**config.mk**
```make
export PLATFORM = sky130hd
export DESIGN_NAME = voice_channel_allocator
export DESIGN_NICKNAME = d
export VERILOG_FILES = /design/src/hdl/vca_pkg.sv /design/src/hdl/voice_channel_allocator.sv
export SDC_FILE = /design/constraint.sdc
export NUM_CORES = 1
export LEC_CHECK = 0
export ABC_AREA = 1
export BUFFER_PORTS_ARGS = -buffer_cell sky130_fd_sc_hd__buf_2
export CAP_MARGIN = 20
export CORE_MARGIN = 2
export CORE_UTILIZATION = 63
export CTS_BUF_LIST = sky130_fd_sc_hd__clkbuf_8 sky130_fd_sc_hd__clkbuf_16
export DETAILED_ROUTE_END_ITERATION = 10
export PLACE_DENSITY_LB_ADDON = 0.12
export SLEW_MARGIN = 20
export SYNTH_ARGS = -nofsm -noshare
export SYNTH_HDL_FRONTEND = slang
export SYNTH_SLANG_ARGS = --single-unit
```
**constraint.sdc**
```tcl
create_clock -name clk -period 5.35 [get_ports clk]
set_input_delay 0 -clock clk [delete_from_list [all_inputs] [get_ports clk]]
set_output_delay 0 -clock clk [all_outputs]
set_load 0.005 [all_outputs]
```
**src/hdl/vca_pkg.sv**
```systemverilog
// ---------------------------------------------------------------------------
// vca_pkg: shared types and constants for the voice channel allocator
// Request and result structs, sequencer states, mode and class codes,
// and the fixed per-class channel preference lists.
// ---------------------------------------------------------------------------
package vca_pkg;

    localparam int unsigned NUM_CH = 16;
    localparam int unsigned CH_W   = 4;
    localparam int unsigned PRIO_W = 8;
    localparam int unsigned VOL_W  = 11;

    localparam logic [1:0] MODE_ALLOC    = 2'd0;
    localparam logic [1:0] MODE_SET_PRIO = 2'd1;
    localparam logic [1:0] MODE_SET_VOL  = 2'd2;

    localparam logic [1:0] CLS_PCM     = 2'd0;
    localparam logic [1:0] CLS_PSG     = 2'd1;
    localparam logic [1:0] CLS_NOISE   = 2'd2;
    localparam logic [1:0] CLS_REFUSED = 2'd3;

    typedef struct packed {
        logic [1:0]        mode;
        logic [1:0]        chan_class;
        logic [PRIO_W-1:0] request_prio;
        logic [CH_W-1:0]   channel;
        logic [VOL_W-1:0]  value;
    } in_item_t;

    typedef struct packed {
        logic            granted;
        logic [CH_W-1:0] channel_no;
    } out_item_t;

    typedef enum logic [1:0] {
        ST_IDLE,
        ST_SCAN,
        ST_FINISH
    } state_t;

    localparam logic [CH_W-1:0] PCM_ORDER [16] = '{
        4'd4, 4'd5, 4'd6, 4'd7, 4'd2, 4'd0, 4'd3, 4'd1,
        4'd8, 4'd9, 4'd10, 4'd11, 4'd14, 4'd12, 4'd15, 4'd13
    };
    localparam logic [CH_W-1:0] PSG_ORDER [8] = '{
        4'd13, 4'd12, 4'd11, 4'd10, 4'd9, 4'd8, 4'd0, 4'd0
    };
    localparam logic [CH_W-1:0] NOISE_ORDER [2] = '{4'd15, 4'd14};

    // channel at position idx of a class's preference list
    function automatic logic [CH_W-1:0] order_chan(input logic [1:0] cls,
                                                   input logic [CH_W-1:0] idx);
        logic [CH_W-1:0] ch;
        ch = '0;
        case (cls)
            CLS_PCM:   ch = PCM_ORDER[idx];
            CLS_PSG:   ch = PSG_ORDER[idx[2:0]];
            CLS_NOISE: ch = NOISE_ORDER[idx[0]];
            default:   ch = '0;
        endcase
        return ch;
    endfunction

    // last list position of a class (refused class never scans)
    function automatic logic [CH_W-1:0] class_last(input logic [1:0] cls);
        logic [CH_W-1:0] last;
        last = '0;
        case (cls)
            CLS_PCM:   last = 4'd15;
            CLS_PSG:   last = 4'd5;
            CLS_NOISE: last = 4'd1;
            default:   last = '0;
        endcase
        return last;
    endfunction

endpackage

```
**src/hdl/voice_channel_allocator.sv**
```systemverilog
// ---------------------------------------------------------------------------
// voice_channel_allocator: priority-based voice stealing over 16 channels
// Walks a class's preference list through one shared compare unit, keeps
// the lowest-priority / lowest-volume unlocked channel, grants it if the
// request priority is high enough, and clears the winner's volume.
// ---------------------------------------------------------------------------
//  channel | dir | payload              | handshake
//  in      | in  | vca_pkg::in_item_t   | in_valid / in_ready
//  out     | out | vca_pkg::out_item_t  | out_valid / out_ready
//  cfg     | in  | lock_mask, 16 bits   | cfg_valid / cfg_ready (always ready)
//
//  An allocate request scans its class's preference list and then finishes;
//  updates, mode three and refused classes go straight to the finish step. The compare
//  unit visits one list entry per cycle. in_ready is high only while the
//  sequencer is idle, from the cycle after the result is loaded; a pending result
//  is held in the output register while the next request is taken, and a
//  full output register stalls the finish step. Reset clears priorities,
//  volumes, lock mask and control.
// ---------------------------------------------------------------------------
module voice_channel_allocator (
    input  logic                clk,
    input  logic                rst_n,
    input  logic                in_valid,
    output logic                in_ready,
    input  vca_pkg::in_item_t   in_data,
    output logic                out_valid,
    input  logic                out_ready,
    output vca_pkg::out_item_t  out_data,
    input  logic                cfg_valid,
    output logic                cfg_ready,
    input  logic [15:0]         cfg_data
);

    vca_pkg::state_t state_reg, state_next;

    logic [vca_pkg::PRIO_W-1:0] prio_reg [vca_pkg::NUM_CH];
    logic [vca_pkg::VOL_W-1:0]  vol_reg  [vca_pkg::NUM_CH];
    logic [15:0]                lock_mask_reg;

    logic [1:0]                 mode_reg;
    logic [1:0]                 cls_reg;
    logic [vca_pkg::PRIO_W-1:0] req_reg;
    logic [vca_pkg::CH_W-1:0]   idx_reg, idx_next;
    logic                       found_reg, found_next;
    logic [vca_pkg::CH_W-1:0]   best_ch_reg, best_ch_next;
    logic [vca_pkg::PRIO_W-1:0] best_prio_reg, best_prio_next;
    logic [vca_pkg::VOL_W-1:0]  best_vol_reg, best_vol_next;

    logic                       out_valid_reg;
    vca_pkg::out_item_t         out_data_reg;

    logic                       accept;
    logic                       scan_en;
    logic                       finish_en;
    logic                       out_load;
    logic                       scan_last;
    logic                       grant;
    logic                       needs_scan;

    logic [vca_pkg::CH_W-1:0]   cand_ch;
    logic [vca_pkg::PRIO_W-1:0] cand_prio;
    logic [vca_pkg::VOL_W-1:0]  cand_vol;
    logic                       take;

    assign accept     = in_valid && in_ready;
    assign cfg_ready  = 1'b1;
    assign out_valid  = out_valid_reg;
    assign out_data   = out_data_reg;
    assign needs_scan = (in_data.mode == vca_pkg::MODE_ALLOC)
                        && (in_data.chan_class != vca_pkg::CLS_REFUSED);
    assign scan_last  = (idx_reg == vca_pkg::class_last(cls_reg));
    assign out_load   = finish_en && (!out_valid_reg || out_ready);
    assign grant      = (mode_reg == vca_pkg::MODE_ALLOC) && found_reg
                        && (req_reg >= best_prio_reg);

    // shared compare unit: one preference-list entry per cycle
    always_comb
    begin
        cand_ch   = vca_pkg::order_chan(cls_reg, idx_reg);
        cand_prio = prio_reg[cand_ch];
        cand_vol  = vol_reg[cand_ch];
        take      = !lock_mask_reg[cand_ch]
                    && (!found_reg || (cand_prio < best_prio_reg)
                        || ((cand_prio == best_prio_reg) && (cand_vol < best_vol_reg)));
    end

    always_comb
    begin
        idx_next       = idx_reg;
        found_next     = found_reg;
        best_ch_next   = best_ch_reg;
        best_prio_next = best_prio_reg;
        best_vol_next  = best_vol_reg;
        if (accept)
        begin
            idx_next   = '0;
            found_next = 1'b0;
        end
        else if (scan_en)
        begin
            idx_next = idx_reg + {{(vca_pkg::CH_W-1){1'b0}}, 1'b1};
            if (take)
            begin
                found_next     = 1'b1;
                best_ch_next   = cand_ch;
                best_prio_next = cand_prio;
                best_vol_next  = cand_vol;
            end
        end
    end

    // next state
    always_comb
    begin
        state_next = state_reg;
        case (state_reg)
            vca_pkg::ST_IDLE:
            begin
                if (accept)
                    state_next = needs_scan ? vca_pkg::ST_SCAN : vca_pkg::ST_FINISH;
            end
            vca_pkg::ST_SCAN:
            begin
                if (scan_last)
                    state_next = vca_pkg::ST_FINISH;
            end
            vca_pkg::ST_FINISH:
            begin
                if (out_load)
                    state_next = vca_pkg::ST_IDLE;
            end
            default: state_next = vca_pkg::ST_IDLE;
        endcase
    end

    // state outputs
    always_comb
    begin
        in_ready  = 1'b0;
        scan_en   = 1'b0;
        finish_en = 1'b0;
        case (state_reg)
            vca_pkg::ST_IDLE:   in_ready  = 1'b1;
            vca_pkg::ST_SCAN:   scan_en   = 1'b1;
            vca_pkg::ST_FINISH: finish_en = 1'b1;
            default:            in_ready  = 1'b0;
        endcase
    end

    always_ff @(posedge clk or negedge rst_n)
    begin
        if (!rst_n)
        begin
            state_reg     <= vca_pkg::ST_IDLE;
            found_reg     <= 1'b0;
            idx_reg       <= '0;
            out_valid_reg <= 1'b0;
            lock_mask_reg <= '0;
        end
        else
        begin
            state_reg <= state_next;
            found_reg <= found_next;
            idx_reg   <= idx_next;
            if (cfg_valid && cfg_ready)
                lock_mask_reg <= cfg_data;
            if (out_load)
                out_valid_reg <= 1'b1;
            else if (out_ready)
                out_valid_reg <= 1'b0;
        end
    end

    always_ff @(posedge clk)
    begin
        best_ch_reg   <= best_ch_next;
        best_prio_reg <= best_prio_next;
        best_vol_reg  <= best_vol_next;
        if (accept)
        begin
            mode_reg <= in_data.mode;
            cls_reg  <= in_data.chan_class;
            req_reg  <= in_data.request_prio;
        end
        if (out_load)
        begin
            out_data_reg.granted    <= grant;
            out_data_reg.channel_no <= grant ? best_ch_reg : '0;
        end
    end

    // channel state; updates land at accept, the steal clear at finish
    always_ff @(posedge clk or negedge rst_n)
    begin
        if (!rst_n)
        begin
            for (int i = 0; i < vca_pkg::NUM_CH; i++)
            begin
                prio_reg[i] <= '0;
                vol_reg[i]  <= '0;
            end
        end
        else
        begin
            if (accept && (in_data.mode == vca_pkg::MODE_SET_PRIO))
                prio_reg[in_data.channel] <= in_data.value[vca_pkg::PRIO_W-1:0];
            if (accept && (in_data.mode == vca_pkg::MODE_SET_VOL))
                vol_reg[in_data.channel] <= in_data.value;
            else if (out_load && grant)
                vol_reg[best_ch_reg] <= '0;
        end
    end

    a_alloc_scans: assert property (@(posedge clk) disable iff (!rst_n)
        accept && needs_scan |=> state_reg == vca_pkg::ST_SCAN)
        else $error("allocate request did not start a scan");

    a_scan_alloc_only: assert property (@(posedge clk) disable iff (!rst_n)
        state_reg == vca_pkg::ST_SCAN |->
            (mode_reg == vca_pkg::MODE_ALLOC) && (cls_reg != vca_pkg::CLS_REFUSED))
        else $error("scan running for a non-allocate item");

    a_best_prio_tracks: assert property (@(posedge clk) disable iff (!rst_n)
        (state_reg != vca_pkg::ST_IDLE) && found_reg |->
            prio_reg[best_ch_reg] == best_prio_reg)
        else $error("held best priority disagrees with channel table");

    a_best_vol_tracks: assert property (@(posedge clk) disable iff (!rst_n)
        (state_reg == vca_pkg::ST_SCAN) && found_reg |->
            vol_reg[best_ch_reg] == best_vol_reg)
        else $error("held best volume disagrees with channel table");

endmodule

```
==> results of run 1 <==
Yosys cell counts (all sizes together), types with 21 or more instances:
cell / instances / area, um^2
nand2: 500 / 1890
o21ai: 410 / 2070
dfrtp: 328 / 8210
inv: 202 / 761
nand3: 146 / 748
a21oi: 137 / 689
clkbuf: 89 / 334
nor2: 84 / 323
buf: 68 / 393
edfxtp: 40 / 1200
ha: 29 / 363
a221oi: 27 / 236
o32ai: 27 / 236
o211ai: 21 / 158
cells in the final DEF (no fill, tap or decap), types with 20 or more instances in the layout:
cell type | synthesis | routed
a221oi_1 | 27 | 27
ha_1 | 29 | 29
a21oi_1 | 136 | 136
dfrtp_1 | 328 | 328
o21ai_0 | 388 | 388
edfxtp_1 | 40 | 40
o211ai_1 | 21 | 21
nand2_1 | 496 | 496
buf_2 | 47 | 53
nor2_1 | 81 | 81
nand3_1 | 144 | 144
clkbuf_16 | 0 | 43
inv_1 | 195 | 201
o32ai_1 | 27 | 27
dlygate4sd3_1 | 0 | 63
buf_4 | 9 | 20
metrics by stage:
step	instances	worst slack (ns)	util	area, um^2	hold slack, ns
global placement	2517	0.781	0.650	18700	0.152
finish	2658	0.602	0.717	20600	0.0379
detailed placement	2517	0.709	0.650	18700	0.150
global route	2658	0.294	0.717	20600	0.0441
CTS	2656	0.664	0.716	20600	0.00228
floorplan	2211	1.53	-	18300	-0.296
path summary, 6_finish.rpt:
path | to | slack [ns] | cells after the start
worst max-delay path | best_vol_reg[2]$_DFFE_PP_ | 0.60 | 23
worst min-delay path | lock_mask_reg[1]$_DFFE_PN0P_ | 0.04 | 2
worst max register to register | best_vol_reg[2]$_DFFE_PP_ | 0.60 | 23
worst min register to register | prio_reg[100]$_DFFE_PN0P_ | 0.48 | 2
max in group asynchronous | vol_reg[102]$_DFFE_PN0P_ | 3.74 | 3
min in group asynchronous | lock_mask_reg[6]$_DFFE_PN0P_ | 0.13 | 2
where the power goes:
part / leakage, nW / internal, W / switching (W)
clock: 0.670 / 0.00155 / 0.00115
sequential: 4.56 / 0.00355 / 0.000356
combinational: 4.20 / 0.00123 / 0.00244
total: 9.43 / 0.00633 / 0.00394
timing repair:
| item | CTS | global route |
|---|---|---|
| setup endpoints to repair | 0 | 0 |
| hold buffers | 63 | 0 |
| resized for setup | 0 | 0 |
| endpoints found under the hold margin | 170 | 0 |
layout make-up:
cell class                      instances  area [um^2]
Antenna cell                            1         2.50
Clock buffer                           43         1080
Clock inverter                         33          198
Fill cell                            2179         8110
Inverter                              202          762
Multi-Input combinational cell       1484         7470
Sequential cell                       368         9410
Tap cell                              384          480
Timing Repair Buffer                  143         1190
cell families after synthesis:
group	count (synthesis)	synth area share
compound gates	672	0.205
xor+xnor	2	0.000955
fa+ha+maj	29	0.0198
buf+inv	359	0.0811
flops	368	0.513
mux	8	0.00491
other cells	1	0.000204
simple gates	772	0.175
per-layer routing:
metal | GRT usage | vias up | routed length, um
met5 | 0 | - | 0
met4 | 0.132 | 0 | 2030
met3 | 0.0818 | 152 | 6370
met2 | 0.547 | 992 | 24600
met1 | 0.535 | 8147 | 23200
li1 | - | 7560 | -
==> impl_metrics.py, run 1 <==
metrics = {
    "status": {
        "status": "complete, no violations",
    },
    "yosys": {
        "synth_area_um2": 18300,
        "synth.avg_cell_area_um2": 8.30,
        "yosys_warnings": 0,
        "async_reset_ff_frac": 0.891,
        "synthDistinctLibCells": 50,
        "netlist_instances": 2211,
        "syn_nets": 2288,
        "ys_ff_latch": 368,
        "synth_ff_type": "dfrtp_1",
        "yosysSeqAreaShare": 0.513,
        "synth_edf_count": 40,
    },
    "worst_setup_path": {
        "worstPathRequired_ns": 5.57,
        "crit_top_cell": "nand2_1",
        "crit_path_max_fanout": 22,
        "worst_path_max_delay_cell": "dfrtp_1",
        "path_cells": "inv_2 -> ha_1 -> inv_1 -> nand2_1 -> nand3_2 -> nand3_4 -> inv_4 -> buf_4 -> a21oi_1 -> a221oi_1 -> nor3_1 -> or2_1 -> inv_1 -> ha_1 -> nand2_1 -> a2111oi_0 -> nand4_1 -> nor3_1 -> nand2_1 -> nand2_1 -> nand2_1 -> inv_1 -> buf_4",
        "cp-startpoint": "idx_reg[0]$_DFFE_PN0P_",
        "critPathMaxStageDelay_ns": 0.48,
        "cp-start-kind": "register",
        "crit_arrival_ns": 4.97,
        "critPathTopFamily": "simple AND/OR/NAND/NOR gates",
        "worstReg2RegStart": "idx_reg[0]$_DFFE_PN0P_",
        "crit_type": "register to register",
        "critPathCaptureType": "register",
        "cp_num_buf_inv": 7,
    },
    "power": {
        "power_w": 0.0103,
        "pwr_density_cell_nw_per_um2": 499,
        "ir_drop_mv": 0.340,
        "p_leak_nw": 9.43,
    },
    "floorplanning": {
        "pin_count": 56,
        "coreArea_um2": 28700,
        "start_util": 0.639,
        "rows": 62,
        "dieArea_um2": 30500,
        "fp.dieW_um": 175,
        "die_y_um": 175,
    },
    "cts": {
        "clk_pin_slew_ns": 0.06,
        "root_buffer": "clkbuf_16",
        "clock-sinks": 368,
        "h-tree-depth": 2,
        "insertion_delay_ns": 0.54,
        "cts_max_path_buffers": 3,
        "cts-buffers-inserted": 41,
        "cts_tree": "built",
        "cts_setup_buffers": 0,
    },
    "timing": {
        "fin_skew_ns": 0.0112,
        "period_needed_ns": 4.75,
        "rsz0062_at_grt": "false",
        "fin_crit_sh": 0.887,
        "finalMaxSlewViolations": 0,
        "fin_tns_setup_ns": 0,
        "fmax_mhz": 211,
        "worstMarginPinSlew_ns": 1.02,
        "final_hold_viol_count": 0,
        "setup_viol": 0,
        "slew_headroom": 0.319,
    },
    "global_route": {
        "grt_start_max_net_pins": 142,
        "grt_pass1_wl_mm": 88.4,
        "grt_util_all_layers": 0.368,
        "grt_antenna_before_repair": 1,
        "grt_pass1_vias": 15800,
        "grt.overflow.total": 0,
    },
    "route": {
        "vias_per_cell": 6.34,
        "drc_errors": 0,
        "wl_per_cell_um": 21.2,
        "dr.pass1.iters": 6,
        "wl_mm": 56.2,
        "vias": 16900,
        "drt_iter0_drc": 2475,
        "ant_nets": 0,
    },
    "placed_design": {
        "port_buffers": 54,
        "gp_congestion": 1.02,
        "hpwl_mm": 33.3,
    },
    "final_layout": {
        "synthToLayoutAreaGrowth_pct": 12.2,
        "nNetsFinal": 2317,
        "largest_register_ffs": 176,
        "drive_above_1_share": 0.0757,
    },
    "min_path": {
        "worstHoldStart": "cfg_valid",
        "hp-class": "primary input to register",
    },
    "run": {
        "drv_cap": 0,
    },
}
No activity file was read; power rests on OpenSTA's default activity.
==> run 2, diff against run 1 <==
- BUFFER_PORTS_ARGS: -buffer_cell sky130_fd_sc_hd__buf_2 -> not set
- CORE_UTILIZATION: 63 -> 64
- DONT_BUFFER_PORTS: not set -> 1
==> run 2 against run 1 <==
  * The run now ends with negative hold slack left
  * Cell count is 3.0% lower
  * Clock power rose by 4%
  * Non-clock buffer count is 73 lower
  * Critical path depth unchanged
  * Critical path type unchanged
==> impl_metrics.py, run 2 (synthesized netlist as in run 1, its figures left out) <==
metrics = {
    "status": {
        "status": "finished with violations",
        "violations": "negative hold slack",
    },
    "placed_design": {
        "port_buffers": 0,
        "gp_congestion": 0.934,
        "hpwl_mm": 32.7,
    },
    "cts": {
        "cts_setup_buffers": 0,
        "cts_max_path_buffers": 3,
        "root_buffer": "clkbuf_16",
        "h-tree-depth": 2,
        "insertion_delay_ns": 0.55,
        "clk_pin_slew_ns": 0.06,
        "cts_resized": 0,
        "cts_tree": "built",
        "clock-sinks": 368,
        "cts-buffers-inserted": 41,
    },
    "timing": {
        "fmax_mhz": 216,
        "setup_viol": 0,
        "fin_tns_setup_ns": 0,
        "slew_headroom": 0.272,
        "finalMaxSlewViolations": 0,
        "fin_crit_sh": 0.865,
        "period_needed_ns": 4.63,
        "fin_skew_ns": 0.0247,
        "final_hold_viol_count": 328,
        "rsz0062_at_grt": "false",
        "whs_ns": -0.834,
        "worstMarginPinSlew_ns": 1.09,
    },
    "floorplanning": {
        "start_util": 0.655,
        "coreArea_um2": 28000,
        "fp.dieW_um": 173,
        "rows": 61,
        "pin_count": 56,
        "dieArea_um2": 30000,
        "die_y_um": 173,
    },
    "global_route": {
        "grt.overflow.total": 0,
        "grt_start_max_net_pins": 329,
        "grt_pass1_wl_mm": 86.9,
        "grt_util_all_layers": 0.364,
        "grt_pass1_vias": 15600,
        "grt_antenna_before_repair": 1,
    },
    "route": {
        "vias": 16500,
        "vias_per_cell": 6.42,
        "drt_iter0_drc": 2208,
        "wl_per_cell_um": 21.1,
        "ant_nets": 0,
        "dr.pass1.iters": 6,
        "wl_mm": 54.3,
        "drc_errors": 0,
    },
    "worst_setup_path": {
        "critPathTopFamily": "buffers and inverters",
        "crit_path_max_fanout": 38,
        "critPathMaxStageDelay_ns": 0.49,
        "cp_num_buf_inv": 7,
        "worst_path_max_delay_cell": "dfrtp_1",
        "worstPathRequired_ns": 5.59,
        "cp-start-kind": "register",
        "critPathCaptureType": "register",
        "crit_type": "register to register",
        "crit_top_cell": "nand2_1",
        "crit_arrival_ns": 4.87,
        "path_cells": "inv_2 -> ha_1 -> inv_1 -> nand2_1 -> nand3_2 -> nand3_4 -> inv_4 -> buf_4 -> nand2_1 -> a221oi_1 -> nor3_1 -> or2_1 -> inv_1 -> ha_1 -> nand2_1 -> a2111oi_0 -> nand4_1 -> nor3_1 -> nand2_1 -> nand2_1 -> nand2_1 -> inv_1 -> buf_12",
    },
    "power": {
        "ir_drop_mv": 0.428,
        "power_w": 0.0103,
        "p_leak_nw": 9.19,
        "pwr_density_cell_nw_per_um2": 511,
    },
    "final_layout": {
        "n_antenna_cell": 0,
        "n_fill_cell": 2134,
        "layout_commonest_cell": "nand2_1",
        "largest_register_ffs": 176,
        "nNetsFinal": 2244,
        "mostFrequentLayoutCells": "496 x nand2_1, 388 x o21ai_0, 328 x dfrtp_1, 205 x inv_1, 144 x nand3_1",
        "synthToLayoutAreaGrowth_pct": 10.0,
        "drive_above_1_share": 0.0541,
        "fin_util": 0.721,
    },
    "min_path": {
        "hp-class": "primary input to asynchronous set/reset pin",
    },
    "run": {
        "drv_cap": 0,
    },
}
## run 2: worst register-to-register path, stage by stage (launching register included)
cell and delay (ns):
dfrtp_1 0.49, inv_2 0.09, ha_1 0.20, inv_1 0.05, nand2_1 0.06, nand3_2 0.19
nand3_4 0.13, inv_4 0.38, buf_4 0.37, nand2_1 0.10, a221oi_1 0.32, nor3_1 0.09
or2_1 0.23, inv_1 0.09, ha_1 0.17, nand2_1 0.06, a2111oi_0 0.34, nand4_1 0.13
nor3_1 0.15, nand2_1 0.08, nand2_1 0.08, nand2_1 0.08, inv_1 0.25, buf_12 0.21
## run 2: report_power, final
part | leakage [nW] | total, W | internal [W] | switching [W]
combinational | 3.91 | 0.00357 | 0.00121 | 0.00236
clock | 0.716 | 0.00282 | 0.00168 | 0.00114
sequential | 4.56 | 0.00392 | 0.00355 | 0.000364
## run 2: path summary, 6_finish.rpt
check	startpoint	end	slack (ns)	cells past startpoint
max reg2reg	idx_reg[0]$_DFFE_PN0P_	best_vol_reg[5]$_DFFE_PP_	0.72	23
max	idx_reg[0]$_DFFE_PN0P_	best_vol_reg[5]$_DFFE_PP_	0.72	23
min reg2reg	prio_reg[29]$_DFFE_PN0P_	prio_reg[29]$_DFFE_PN0P_	0.49	2
min in group clk	in_data[14]	vol_reg[107]$_DFFE_PN0P_	0.05	6
max in group asynchronous	rst_n	vol_reg[74]$_DFFE_PN0P_	5.70	0
min	rst_n	lock_mask_reg[0]$_DFFE_PN0P_	-0.83	0
## run 2: repair_timing
item                                   in CTS  in global routing
endpoints found under the hold margin     466                339
setup endpoints to repair                   0                  0
hold buffers                               42                  1
## run 2: per-layer routing
layer / GRT usage / share of wire / up-vias
met5: 0 / 0.00024 / -
met4: 0.141 / 0.039 / 2
met3: 0.0783 / 0.11 / 164
met2: 0.538 / 0.44 / 963
met1: 0.531 / 0.41 / 7993
li1: - / - / 7415
## run 2: metrics by stage
step	std cells	setup slack (ns)	hold WS, ns	instance area (um^2)
floorplan	2211	1.53	-0.296	18300
global placement	2457	0.997	-0.290	18400
detailed placement	2457	0.887	-0.288	18400
CTS	2574	0.859	-0.848	20200
global route	2577	0.448	-0.859	20200
finish	2577	0.723	-0.834	20200
## run 2: final cells by class
class	instances	area [um^2]	share of cell area
flip-flops and latches	368	9410	0.466
multi-input cells	1484	7470	0.370
clock buffers	49	1160	0.0574
inverters	202	762	0.0377
repair buffers	70	716	0.0355
well taps	378	473	0.0234
clock inverters	26	194	0.00961
